<file path="config.mk">
export PLATFORM = sky130hd
export DESIGN_NAME = fmrs_cell
export DESIGN_NICKNAME = d
export VERILOG_FILES = /design/src/hw/rtl/fmrs_pkg.sv /design/src/hw/rtl/fmrs_cell.sv
export SDC_FILE = /design/constraint.sdc
export NUM_CORES = 1
export LEC_CHECK = 0
export ABC_AREA = 1
export BUFFER_PORTS_ARGS = -buffer_cell sky130_fd_sc_hd__clkbuf_2
export CAP_MARGIN = 10
export CORE_UTILIZATION = 49
export DETAILED_ROUTE_END_ITERATION = 8
export PLACE_DENSITY = 0.89
export REMOVE_ABC_BUFFERS = 1
export SETUP_SLACK_MARGIN = 0.2
export SYNTH_ARGS = -nofsm -noshare
export SYNTH_HDL_FRONTEND = slang
export SYNTH_SLANG_ARGS = --single-unit
</file>
<file path="constraint.sdc">
create_clock -name clk_i -period 4.9 [get_ports clk_i]
set_input_delay 0.245 -clock clk_i [delete_from_list [all_inputs] [get_ports clk_i]]
set_output_delay 0.245 -clock clk_i [all_outputs]
set_load 0.01 [all_outputs]
</file>
<file path="src/hw/rtl/fmrs_pkg.sv">
// Shared types and constants for the floor-match-remove store.
`timescale 1ns / 1ps

package fmrs_pkg;

  localparam int unsigned CapacityDefault = 256;
  localparam int unsigned ValueW          = 32;
  localparam int unsigned StatusW         = 2;

  typedef enum logic {
    OP_INSERT = 1'b0,
    OP_QUERY  = 1'b1
  } opcode_e;

  localparam logic [StatusW-1:0] STATUS_INSERTED = 2'd0;
  localparam logic [StatusW-1:0] STATUS_FULL     = 2'd1;
  localparam logic [StatusW-1:0] STATUS_MATCH    = 2'd2;
  localparam logic [StatusW-1:0] STATUS_NO_MATCH = 2'd3;

  typedef enum logic {
    ST_IDLE,
    ST_APPLY
  } state_e;

  // Broadcast to every cell during the apply cycle.
  typedef struct packed {
    logic              shift_in;   // insert: open a slot and shift up
    logic              shift_out;  // query: drop floor entry and shift down
    logic [ValueW-1:0] item;
  } cell_cmd_t;

endpackage

</file>
<file path="src/hw/rtl/fmrs_cell.sv">
// One cell of the sorted chain: holds one entry and trades it with its neighbors.
`timescale 1ns / 1ps

module fmrs_cell (
  input  logic                         clk_i,
  input  fmrs_pkg::cell_cmd_t          cmd_i,
  input  logic                         occupied_i,
  input  logic                         prev_le_i,
  input  logic [fmrs_pkg::ValueW-1:0]  prev_value_i,
  input  logic                         next_le_i,
  input  logic [fmrs_pkg::ValueW-1:0]  next_value_i,
  output logic                         le_o,
  output logic [fmrs_pkg::ValueW-1:0]  value_o,
  output logic [fmrs_pkg::ValueW-1:0]  floor_value_o
);

  logic [fmrs_pkg::ValueW-1:0] value_q;
  logic [fmrs_pkg::ValueW-1:0] value_d;
  logic                        le;

  assign le = occupied_i && (value_q <= cmd_i.item);

  always_comb begin
    value_d = value_q;
    if (cmd_i.shift_in && !le) begin
      // first cell above the new item takes it, the rest move up one
      value_d = prev_le_i ? cmd_i.item : prev_value_i;
    end else if (cmd_i.shift_out && !next_le_i) begin
      // floor cell and everything above it move down one
      value_d = next_value_i;
    end
  end

  always_ff @(posedge clk_i) begin
    value_q <= value_d;
  end

  assign le_o          = le;
  assign value_o       = value_q;
  assign floor_value_o = (le && !next_le_i) ? value_q : '0;

endmodule

</file>
==> flow_results.org, run 1 <==
** Global route
- The initial antenna violation count came to 0.
- The first global-routing pass estimated 12100 um of wire.
- Global routing used 23.9% of the available tracks.
- Final global-route overflow total :: 0
- Entering global routing, the biggest net connects 64 pins.
- Vias in the first global route :: 2919

** CTS
- Number of gates given a new drive strength after cts :: 0
- Root buffer selected by CTS :: sky130_fd_sc_hd__clkbuf_8
- Maximum level of the CTS H-tree :: 2
- Count of hold-fix buffers inserted at cts :: 0
- Bufs on Longest Clock Path :: 2
- Clock buffers created by TritonCTS :: 5
- At the later pin of the worst-skew pair, clock insertion delay measures 0.28 ns.
- Buffers added to address setup during post-CTS repair amount to 0.
- TritonCTS Sinks :: 32
- Clock-pin slew was measured on the worst setup and hold paths at 0.07 ns.
- TritonCTS built the clock tree.

** Cells and area
- Count of non-filler cells in the finished layout :: 653
- Compared with the post-synthesis result, the final layout area differs by 29.6%.
- Register cell area after layout :: 961 um^2
- The final layout contains 712 nets.
- Area used by multi-input combinational logic :: 0.00163 mm^2
- Cells with a size suffix above 1 make up 36.3% of the layout.
- Max FFs per register :: 32
- The number of antenna diodes in the final layout is 0.
- The filler cells instantiated in the layout total 528.

** Timing
- Max Transition Viols Final :: 0
- Timing-limited maximum frequency :: 0.330 GHz
- The number of endpoints with negative hold slack in the final report was 0.
- In this run the tightest slew margin relative to its limit is 50.8%.
- Setup repair after global routing missed its margin :: false
- The worst path in the final design needs a cycle of 3.03 ns, including I/O delays and setup.
- Worst slew pin tran :: 0.738 ns
- The final critical path takes up 61.9% of the cycle.
- Setup violations remaining at the end of the flow were counted as 0.
- Final TNS setup :: 0 ns
- The clock arrives with 0.00246 ns of skew.

** Power and ir drop
- In this run the power density over the cells is 239 mW/mm^2.
- Total power draw :: 0.000927 W
- IR analysis of the VDD net gives a maximum drop of 0.129 mV.
- Summed over all cells, the static leakage comes to 2.31 nW.

** Yosys
- Share of the synthesized area in the top cell type :: 32.1%
- Unique cell type count in the Yosys netlist :: 19
- Synth Area in Compound Gates :: 8.62%
- Main combinational cell family by area after synthesis :: simple AND/OR/NAND/NOR gates
- In this run the cell area of the synthesized design comes to 0.00299 mm^2.
- Count of yosys warnings during synthesis :: 0
- Most frequent cells after synthesis :: sky130_fd_sc_hd__nand2_1 (103), sky130_fd_sc_hd__inv_1 (71), sky130_fd_sc_hd__a21oi_1 (45), sky130_fd_sc_hd__nor2_1 (43), sky130_fd_sc_hd__nand3_1 (33)
- The synthesized netlist devotes 13.4% of its cell area to adder and majority cells.
- Measured against the total synthesized area, the mux share comes to 0.376%.
- Dividing the synthesized area by the synthesized cell count gives 7.07 um^2.
- Prevailing post-synth register cell :: sky130_fd_sc_hd__edfxtp_1
- Fraction of registers with async set/reset :: 0%
- Number of cells produced by synthesis :: 423
- Sequential cells were found to cover 32.1% of the synthesized design area.
- Ranking of synthesized cells by area :: sky130_fd_sc_hd__edfxtp_1 (32%), sky130_fd_sc_hd__ha_1 (13%), sky130_fd_sc_hd__nand2_1 (13%), sky130_fd_sc_hd__inv_1 (8.9%), sky130_fd_sc_hd__a21oi_1 (7.5%)
- Of the total synthesized cell area, the portion taken by XOR and XNOR cells is 0%.
- Of the total synthesized cell area, the portion taken by AND, OR, NAND and NOR gates is 32.1%.
- Cell accounting for the most synthesized area :: sky130_fd_sc_hd__edfxtp_1
- The most common cell in the synthesized netlist is sky130_fd_sc_hd__nand2_1.
- In this run, synthesis produced a sequential element count of 32.
- Count of flip-flops with a built-in enable after synthesis :: 32

** Critical path
- Largest fanout of any net on the critical path :: 34
- Cell with the largest stage delay on the worst path :: sky130_fd_sc_hd__edfxtp_1
- The number of cells on the worst reg-to-reg path is 12.
- Among the stages of the critical path, the cell type that occurs most often is sky130_fd_sc_hd__nand2_1.
- STA classifies the critical path startpoint as a flip-flop.
- Buffers and inverters on the worst path :: 2
- The critical path goes through ha_1 -> nand2_1 -> nor2_1 -> nand4_1 -> nor2_2 -> nand2_1 -> nand2_1 -> nand2_2 -> nand2_4 -> inv_2 -> nand2_4 -> nor2_1 -> clkbuf_2.
- At the worst endpoint, the arrival time is 2.79 ns.
- Setup crit end kind :: output port
- In this design, the largest share of critical-path delay is due to simple AND/OR/NAND/NOR gates.
- For the worst setup path, the data required time is 4.66 ns.
- The worst register-to-register path begins at value_o[23]$_DFFE_PP_.
- Reg-to-Reg End :: value_o[4]$_DFFE_PP_
- Crit Path Class :: flip-flop to output port
- Origin of the worst setup path :: value_o[23]$_DFFE_PP_
- Register-to-register setup slack :: 1.93 ns
- For this run, the slowest stage of the critical path takes 0.42 ns.

** Routing
- Vias post-DR :: 3209
- After detailed routing, the number of remaining DRC violations is 0.
- Sum of routed wire length over all layers :: 7600 um
- The first detailed-routing pass ran for 4 iterations.
- In the routed layout, each cell is associated on average with a via count of 4.91.
- Count of nets left with antenna violations after detail routing :: 0
- In the final routed layout, each cell accounts on average for 11.6 um.
- Number of DRC violations after detailed-routing iteration 0 :: 141

** Min path
- Tightest Hold Check Type :: input port to flip-flop
- Sink of the worst hold path :: value_o[11]$_DFFE_PP_
- Counting instances, the worst hold path has a depth of 3.
- Hold_sp :: next_value_i[11]

** Floorplanning
- Standard-cell row count :: 28
- For this design the top-level I/O count stands at 167.
- Once the floorplan was initialized, standard cells occupied 50.5% of the core.
- Area of the die :: 0.00642 mm^2
- Die height :: 80.1 um
- Die Width :: 80.1 um
- The core region is 0.00592 mm^2.

** Place
- Gpl congestion :: 0.745
- IO buf count :: 166
- Cell Count Post-Placement :: 646
- Dpl hpwl :: 5870 um

** Outcome
- The flow ran to the end, and the final reports show no timing, DRC or antenna violations.

** Run
- The tool flagged a number of max-cap violations equal to 0.
==> placed cells by master (no fill, tap or decap) <==
cell	netlist	routed
sky130_fd_sc_hd__nand2_1	103	103
sky130_fd_sc_hd__mux2_2	1	1
sky130_fd_sc_hd__o21ai_0	2	2
sky130_fd_sc_hd__nand3_1	33	33
sky130_fd_sc_hd__o21a_1	2	2
sky130_fd_sc_hd__nand2_2	1	1
sky130_fd_sc_hd__nor2_1	43	43
sky130_fd_sc_hd__nand2_4	3	3
sky130_fd_sc_hd__a21o_1	1	1
sky130_fd_sc_hd__a21oi_1	45	45
sky130_fd_sc_hd__inv_2	1	1
sky130_fd_sc_hd__nor2_2	31	31
sky130_fd_sc_hd__clkbuf_2	0	166
sky130_fd_sc_hd__buf_4	3	2
sky130_fd_sc_hd__ha_1	32	32
sky130_fd_sc_hd__clkinv_1	0	2
sky130_fd_sc_hd__inv_1	71	71
sky130_fd_sc_hd__nand4_1	2	2
sky130_fd_sc_hd__clkbuf_8	0	5
sky130_fd_sc_hd__edfxtp_1	32	32
==> final cells by class <==
cell class,instances,area share (%)
Multi-Input combinational cell,299,42.0
Clock inverter,2,0.194
Timing Repair Buffer,168,21.8
Sequential cell,32,24.8
Inverter,72,6.97
Clock buffer,5,1.78
Tap cell,75,2.42
==> routing by layer <==
metal / vias to the layer above / share of wire (%) / global-route usage [%]
met5: - / 0 / 0
met4: 0 / 1.3 / 7.50
met3: 9 / 6.3 / 2.50
met2: 135 / 52 / 45.6
met1: 1423 / 41 / 27.7
li1: 1642 / - / -
==> worst reg2reg max path, stage by stage, from the launching register on <==
cell	delay, ns
sky130_fd_sc_hd__edfxtp_1	0.42
sky130_fd_sc_hd__ha_1	0.33
sky130_fd_sc_hd__nand2_1	0.08
sky130_fd_sc_hd__nor2_1	0.16
sky130_fd_sc_hd__nand4_1	0.13
sky130_fd_sc_hd__nor2_2	0.14
sky130_fd_sc_hd__nand2_1	0.07
sky130_fd_sc_hd__nand2_1	0.06
sky130_fd_sc_hd__nand2_2	0.06
sky130_fd_sc_hd__nand2_4	0.30
sky130_fd_sc_hd__nand2_4	0.31
sky130_fd_sc_hd__nand2_1	0.16
sky130_fd_sc_hd__buf_4	0.40
==> cells by family (layout without fill, tap and decap cells) <==
| kind of cell | count (synthesis) | count (layout) |
|---|---|---|
| AOI/OAI and AO/OA | 50 | 50 |
| adders and majority gates | 32 | 32 |
| buffers and inverters | 92 | 247 |
| DFF | 32 | 32 |
| and+or+nand+nor | 216 | 216 |
| muxes | 1 | 1 |
==> where the power goes <==
part / switching [W] / internal (W)
combinational: 0.000215 / 0.000144
sequential: 0.0000287 / 0.000351
clock: 0.0000948 / 0.0000937
==> worst max-delay path by stage <==
stage	slack [ns]	end	cells past startpoint
6_report	1.87	floor_value_o[0]	13
5_1_grt	1.61	floor_value_o[31]	13
4_1_cts	1.85	floor_value_o[31]	13
3_5_place_dp	1.95	value_o[0]$_DFFE_PP_	12
3_3_place_gp	2.04	value_o[4]$_DFFE_PP_	12
2_1_floorplan	2.02	value_o[0]$_DFFE_PP_	11
==> stage by stage <==
stage                     instance area [um^2]  util [%]  hold slack (ns)  setup WS (ns)
after global routing                      3880      65.5            0.233           1.61
after floorplan                           2860         -            0.424           2.02
after detailed placement                  3800      64.2            0.511           1.95
after CTS                                 3880      65.5            0.220           1.85
final                                     3880      65.5            0.229           1.87
after global placement                    3800      64.2            0.509           2.04
Power figures use the tool's default switching activity.
==> run 2: changes to the inputs <==
--- a/config.mk
+++ b/config.mk
@@ -8,9 +8,9 @@
 export ABC_AREA = 1
 export BUFFER_PORTS_ARGS = -buffer_cell sky130_fd_sc_hd__clkbuf_2
 export CAP_MARGIN = 10
-export CORE_UTILIZATION = 49
+export CORE_UTILIZATION = 41
 export DETAILED_ROUTE_END_ITERATION = 8
-export PLACE_DENSITY = 0.89
+export PLACE_DENSITY = 0.8
 export REMOVE_ABC_BUFFERS = 1
 export SETUP_SLACK_MARGIN = 0.2
 export SYNTH_ARGS = -nofsm -noshare
==> constraint.sdc (replaced) <==
create_clock -name clk_i -period 2.7 [get_ports clk_i]
set_input_delay 0.135 -clock clk_i [delete_from_list [all_inputs] [get_ports clk_i]]
set_output_delay 0.135 -clock clk_i [all_outputs]
set_load 0.01 [all_outputs]
==> flow_results.org, run 2 (same netlist as run 1, synthesis figures left out) <==
** Outcome
- Result of the run :: finished clean

** Routing
- For this block, the routed nets add up to 9570 um of wire.
- Met2 Wirelength :: 5190 um
- Detailed routing placed a total of 522 um of wire on met3.
- Drt drc :: 0
- Detail-routed via count per cell :: 4.85
- The detailed router finished its first iteration with 198 violations.
- Pre-Repair DR Iteration Count :: 4
- The routed layout has 3411 vias.
- Once detail routing completed, the nets flagged for antenna violations numbered 0.
- Met1 Wirelength :: 3780 um
- In the final routed layout, each cell accounts on average for 13.6 um.
- Highest metal layer used by the detailed router :: met4

** Power and ir drop
- Leakage component of the power :: 2.46 nW
- Peak supply drop :: 0.270 mV
- Net Sw Frac :: 36.4%
- Of the total power, the clock network draws 23.0%.
- After layout, the design draws a total of 0.00201 W.
- Cell internal power dissipation :: 0.00128 W
- Of the total power, combinational logic draws 42.8%.
- Reported net switching power :: 0.000732 W
- Dividing total power by cell area gives a power density of 450 mW/mm^2.
- Sequential cells account for 34.2% of the total power.

** Place
- Buffers placed on the I/O ports in this run total 166.
- Dpl hpwl :: 6590 um
- At the end of routability-driven placement, the weighted congestion stood at 0.787.

** Timing
- Measured against its own limit, the worst slew margin works out to 56.0%.
- Max Transition Viols Final :: 0
- The number of endpoints with negative hold slack in the final report came to 0.
- Timing-limited maximum frequency :: 0.414 GHz
- Fraction of the cycle the final worst path needs :: 89.5%
- For the pin with the worst max-slew slack, the measured transition is 0.659 ns.
- The worst path needs 2.42 ns of the cycle, external delays included.
- Between clock sinks in the finished design, the worst skew comes to 0.00882 ns.
- Number of endpoints failing setup at the final stage :: 0
- Setup repair after global routing missed its margin :: true

** Global route
- In the global route stage, overall resource usage came out at 22.0%.
- The via count of the first global-routing pass was 3043.
- Entering global routing, the biggest net connects 37 pins.
- The initial antenna violation count is 0.
- Global-route wire length before repair :: 13000 um
- For this run the aggregate overflow at the end of global routing stands at 0.

** CTS
- The clock tree synthesis step divided the H-tree into 2 levels.
- Root buffer selected by CTS :: sky130_fd_sc_hd__clkbuf_8
- Clock buffers created by TritonCTS :: 5
- TritonCTS built the clock tree.
- Source-to-sink clock delay at the later pin of the worst-skew pair :: 0.28 ns
- Clock-pin slew was measured on the worst setup and hold paths at 0.07 ns.
- Bufs on Longest Clock Path :: 2
- CTS saw 32 sinks.

** Floorplanning
- Starting density of the core :: 43.3%
- The die covers 0.00764 mm^2.
- From bottom edge to top edge, the die measures 87.4 um.
- Die Width :: 87.4 um
- 167 I/O pins were placed.
- After floorplanning, the core was sized to cover 0.00691 mm^2.
- Standard-cell row count :: 30

** Cells and area
- 0 antenna diodes ended up in the layout.
- After the last flow step, the layout net total stands at 740.
- Max FFs per register :: 32
- Number of fill cells :: 655
- Area added between synthesis and finish :: 49.4%
- For this run, the share of the core covered by cells in the final layout is 64.7%.
- The library cells used most frequently in the layout, excluding fill and tap cells, are sky130_fd_sc_hd__clkbuf_2 (163), sky130_fd_sc_hd__nand2_1 (96), sky130_fd_sc_hd__inv_1 (69).
- Leaving out fill and tap cells, the most frequent cell in the layout is sky130_fd_sc_hd__clkbuf_2.
- The post-route netlist has 45.0% of its cells at a drive strength greater than 1.

** Critical path
- Buffers and inverters on the worst path :: 2
- The worst setup path is launched from a flip-flop.
- Register-to-register setup slack :: 0.35 ns
- Broken down by cell family, the worst path's largest delay share belongs to simple AND/OR/NAND/NOR gates.
- The critical path is of the flip-flop to output port type.
- The worst setup path is captured at an output port.
- Largest stage delay on the critical path :: 0.46 ns
- Data arrival time of the critical path :: 2.28 ns
- Cells traversed along the worst timing path :: ha_4 -> nand2_1 -> nor2_2 -> nand2_2 -> a21oi_2 -> nor2_2 -> nand2_1 -> nand2_2 -> nand2_8 -> clkinv_8 -> nand2_8 -> nor2_4 -> buf_2
- Largest fanout of any net on the critical path :: 8
- Cell with the largest stage delay on the worst path :: sky130_fd_sc_hd__edfxtp_1
- At the worst endpoint, the required time is 2.57 ns.

** Min path
- Tightest Hold Check Type :: input port to flip-flop

** Run
- Maximum Capacitance Violations :: 0
[run 2: worst register-to-register path, stage by stage, from the launching register on]
cell and delay, ns:
sky130_fd_sc_hd__edfxtp_1 0.46, sky130_fd_sc_hd__ha_4 0.31, sky130_fd_sc_hd__nand2_1 0.07, sky130_fd_sc_hd__nor2_2 0.15
sky130_fd_sc_hd__nand2_2 0.10, sky130_fd_sc_hd__a21oi_2 0.13, sky130_fd_sc_hd__nor2_2 0.05, sky130_fd_sc_hd__nand2_1 0.07
sky130_fd_sc_hd__nand2_2 0.09, sky130_fd_sc_hd__nand2_8 0.12, sky130_fd_sc_hd__buf_4 0.19, sky130_fd_sc_hd__buf_4 0.28
sky130_fd_sc_hd__nand3_1 0.11, sky130_fd_sc_hd__nand2_1 0.10
[run 2: worst paths after layout]
kind / startpoint / to / cells after the start
worst min-delay path: next_value_i[14] / value_o[14]$_DFFE_PP_ / 3
worst max register to register: value_o[31]$_DFFE_PP_ / value_o[1]$_DFFE_PP_ / 13
worst min register to register: value_o[1]$_DFFE_PP_ / value_o[4]$_DFFE_PP_ / 8
worst max-delay path: value_o[31]$_DFFE_PP_ / floor_value_o[31] / 13
[run 2: power groups by stage]
stage | Clock, W | Sequential, W | Combinational, W
floorplan | 0 | 0.000719 | 0.000357
global placement | 0 | 0.000694 | 0.000649
detailed placement | 0 | 0.000699 | 0.000672
CTS | 0.000471 | 0.000685 | 0.000709
global route | 0.000484 | 0.000695 | 0.000952
finish | 0.000462 | 0.000688 | 0.000862
[run 2: layout make-up]
cell class | count | area [um^2] | share of cell area, %
tap | 96 | 120 | 2.69
sequential | 32 | 961 | 21.5
inverter | 72 | 283 | 6.33
clock buffer | 6 | 72.6 | 1.62
multi-input combinational | 302 | 1950 | 43.7
timing repair buffer | 193 | 1050 | 23.4
clock inverter | 2 | 35.0 | 0.784
[run 2: metal layers]
metal	track usage (%)	vias to the layer above
met5	0	-
met4	5.66	0
met3	3.60	8
met2	43.4	144
met1	24.0	1556
li1	-	1703
[run 2: stage by stage]
step                worst slack, ns  setup TNS, ns  std cells  hold slack, ns  instance area, um^2
floorplan                    -0.179          -5.71        403           0.314                 2860
global placement              0.267              0        671           0.403                 3860
detailed placement            0.207              0        671           0.403                 3860
CTS                           0.177              0        683           0.109                 4040
global route                  0.123              0        703           0.120                 4470
finish                        0.284              0        703           0.119                 4470
[run 2: timing repair]
item / 4_1_cts / 5_1_grt
pin swaps: 1 / 7
gates cloned: 1 / 2
setup buffers: 3 / 18
gates resized for setup: 7 / 46
setup endpoints to repair: 32 / 88
hold buffers: 0 / 0
==> run 3: changes to the inputs <==
--- a/config.mk
+++ b/config.mk
@@ -6,11 +6,11 @@
 export NUM_CORES = 1
 export LEC_CHECK = 0
 export ABC_AREA = 1
-export BUFFER_PORTS_ARGS = -buffer_cell sky130_fd_sc_hd__clkbuf_2
 export CAP_MARGIN = 10
-export CORE_UTILIZATION = 41
+export CORE_UTILIZATION = 58
 export DETAILED_ROUTE_END_ITERATION = 8
-export PLACE_DENSITY = 0.8
+export DONT_BUFFER_PORTS = 1
+export PLACE_DENSITY = 0.78
 export REMOVE_ABC_BUFFERS = 1
 export SETUP_SLACK_MARGIN = 0.2
 export SYNTH_ARGS = -nofsm -noshare
==> flow_results.org, run 3 (same netlist as run 1, synthesis figures left out) <==
** Power and ir drop
- The analysis attributes to cell leakage a power of 1.64 nW.
- In this run the power density over the cells is 485 mW/mm^2.
- The design draws 0.00163 W.
- Peak supply drop :: 0.299 mV

** Timing
- The tightest hold path in the finished design has a slack of 0.0351 ns.
- Worst slew pin tran :: 0.663 ns
- The count of pins over their slew limit is 0.
- The worst path needs 2.37 ns of the cycle, external delays included.
- Timing-limited maximum frequency :: 0.423 GHz
- Final TNS setup :: 0 ns
- The number of endpoints with negative hold slack in the final report came to 0.
- Setup repair after global routing left no endpoint under its margin.
- Max-slew headroom at the worst pin :: 55.7%
- Max Clock Skew :: 0.00669 ns
- Fraction of the cycle the final worst path needs :: 87.6%
- Number of endpoints failing setup at the final stage :: 0

** Cells and area
- Antenna diode count :: 0
- Cells with a size suffix above 1 make up 15.8% of the layout.
- For this run, the share of the core covered by cells in the final layout is 69.4%.
- Count of non-filler cells in the finished layout :: 485
- Register cell area after layout :: 961 um^2
- Area used by multi-input combinational logic :: 0.00191 mm^2
- Net total in the final layout :: 551
- Relative to the synthesized area, the layout overhead comes to 12.5%.
- Fill cells in the final layout number 395.
- The library cell used most frequently in the layout, excluding fill and tap cells, is sky130_fd_sc_hd__nand2_1.
- Max FFs per register :: 32
- Leaving out fill and tap cells, the most frequent cells in the layout are sky130_fd_sc_hd__nand2_1 (102), sky130_fd_sc_hd__inv_1 (71), sky130_fd_sc_hd__a21oi_1 (43).

** Global route
- Met2 usage in global routing :: 44.3%
- Entering global routing, the biggest net connects 64 pins.
- The global routing stage identified its most utilized layer as met2.
- The initial antenna violation count was 0.
- The via count of the first global-routing pass came to 2323.
- For this run, global-route usage on met3 was measured as 5.21%.
- Met1 Resource Use GR :: 30.1%
- Global routing used 25.2% of the available tracks.
- Final global-route overflow total :: 0
- Global-route wire length before repair :: 10300 um

** Critical path
- Counting cells, the worst reg-to-reg path comes to 12.
- The cell that appears most often on the critical path is sky130_fd_sc_hd__nand2_1.
- Data on the critical path arrives at its endpoint at 2.23 ns.
- Category of cells accounting for the largest share of critical-path delay :: simple AND/OR/NAND/NOR gates
- STA classifies the critical path startpoint as a flip-flop.
- Counting both buffers and inverters, the worst setup path holds a total of 1.
- Largest fanout of any net on the critical path :: 8
- The largest single stage delay on the critical path is 0.48 ns.
- STA classifies the critical path endpoint as an output port.
- Crit Path Class :: flip-flop to output port
- Register-to-register setup slack :: 0.36 ns
- For the worst setup path, the data required time is 2.57 ns.
- Cell with the largest stage delay on the worst path :: sky130_fd_sc_hd__edfxtp_1
- The critical path goes through ha_1 -> a21oi_1 -> o21ai_0 -> nand2_1 -> nand2_1 -> nor2_1 -> nand2_1 -> nand2_2 -> nand2_4 -> clkinv_8 -> nand2_8 -> nor2_4.
- Number of gates on the worst path with buffers counted :: 12

** Place
- Counting tap cells, the placed design contains a total of 474 instances.
- IO buf count :: 0
- Detailed placement finished with a half-perimeter wire length of 4930 um.
- Routability-driven placement finished with a final weighted congestion of 0.784.

** CTS
- TritonCTS clock tree :: done
- Source-to-sink clock delay at the later pin of the worst-skew pair :: 0.28 ns
- After clock tree synthesis, the setup repair step added 0 buffers.
- Bufs on Longest Clock Path :: 2
- Post-CTS clock slew at the launch and capture registers of the worst setup and hold paths :: 0.07 ns
- Maximum level of the CTS H-tree :: 2
- The clock net in this run drives a total of 32 sinks.
- CTS placed an instance of sky130_fd_sc_hd__clkbuf_8 at the clock tree root.
- Buffers inserted during clock tree synthesis total 5.

** Min path
- Worst Hold Path Cells :: 2
- The worst hold path belongs to the class input port to flip-flop.

** Routing
- The detailed router finished its first iteration with 79 violations.
- Sum of routed wire length over all layers :: 7320 um
- Detail-routed via count per cell :: 5.41
- In the routed design, unresolved DRC markers number 0.
- Average wire per standard cell :: 15.1 um
- Pre-Repair DR Iteration Count :: 4
- Count of nets left with antenna violations after detail routing :: 0
- Vias post-DR :: 2622

** Floorplanning
- Area of the die :: 0.00545 mm^2
- Starting density of the core :: 61.7%
- Standard cell core area :: 0.00485 mm^2
- I/O pin cnt :: 167
- Die height :: 73.8 um
- Die Width :: 73.8 um
- Standard-cell row count :: 25

** Outcome
- Result of the run :: finished clean

** Run
- Max-cap violations in this run came to 0.
==> run 3: cell types whose count changed in the layout (fill, tap and decap cells not counted), sizes merged <==
cell    change
buf        -26
bufinv      -1
clkbuf    -162
==> run 3: what timing repair did <==
action                     in CTS  in global routing
pin swaps                       0                  4
setup endpoints to repair      32                 46
hold buffers                    0                  0
cloned                          1                  2
gates resized for setup         5                 39
==> run 3: power breakdown <==
group	switching [W]	internal [W]	leakage, nW
combinational	0.000345	0.000199	1.28
sequential	0.0000960	0.000638	0.317
clock	0.000176	0.000180	0.0399
total	0.000617	0.00102	1.64
==> run 3: final timing paths <==
| path | start | to |
|---|---|---|
| worst max-delay path | value_o[27]$_DFFE_PP_ | floor_value_o[30] |
| worst min-delay path | next_value_i[23] | value_o[23]$_DFFE_PP_ |
| worst max register to register | value_o[23]$_DFFE_PP_ | value_o[28]$_DFFE_PP_ |
| worst min register to register | value_o[1]$_DFFE_PP_ | value_o[23]$_DFFE_PP_ |
==> run 3: layout make-up <==
| class | count | share of cell area [%] |
|---|---|---|
| multi-input combinational | 302 | 56.7 |
| tap | 67 | 2.49 |
| sequential | 32 | 28.6 |
| clock buffer | 7 | 2.27 |
| clock inverter | 1 | 0.112 |
| inverter | 72 | 8.40 |
| timing repair buffer | 4 | 1.49 |
==> run 3: per-stage QoR <==
step	setup slack (ns)	instance area (um^2)
6_report	0.334	3370
5_1_grt	0.200	3370
4_1_cts	0.251	3100
3_5_place_dp	0.320	2990
3_3_place_gp	0.331	2990
2_1_floorplan	-0.179	2860
==> run 3: layer usage <==
layer,routed length (um),vias to the layer above
met4,110,0
met2,3700,104
met1,3120,1181
met5,0,-
li1,-,1328
met3,389,9
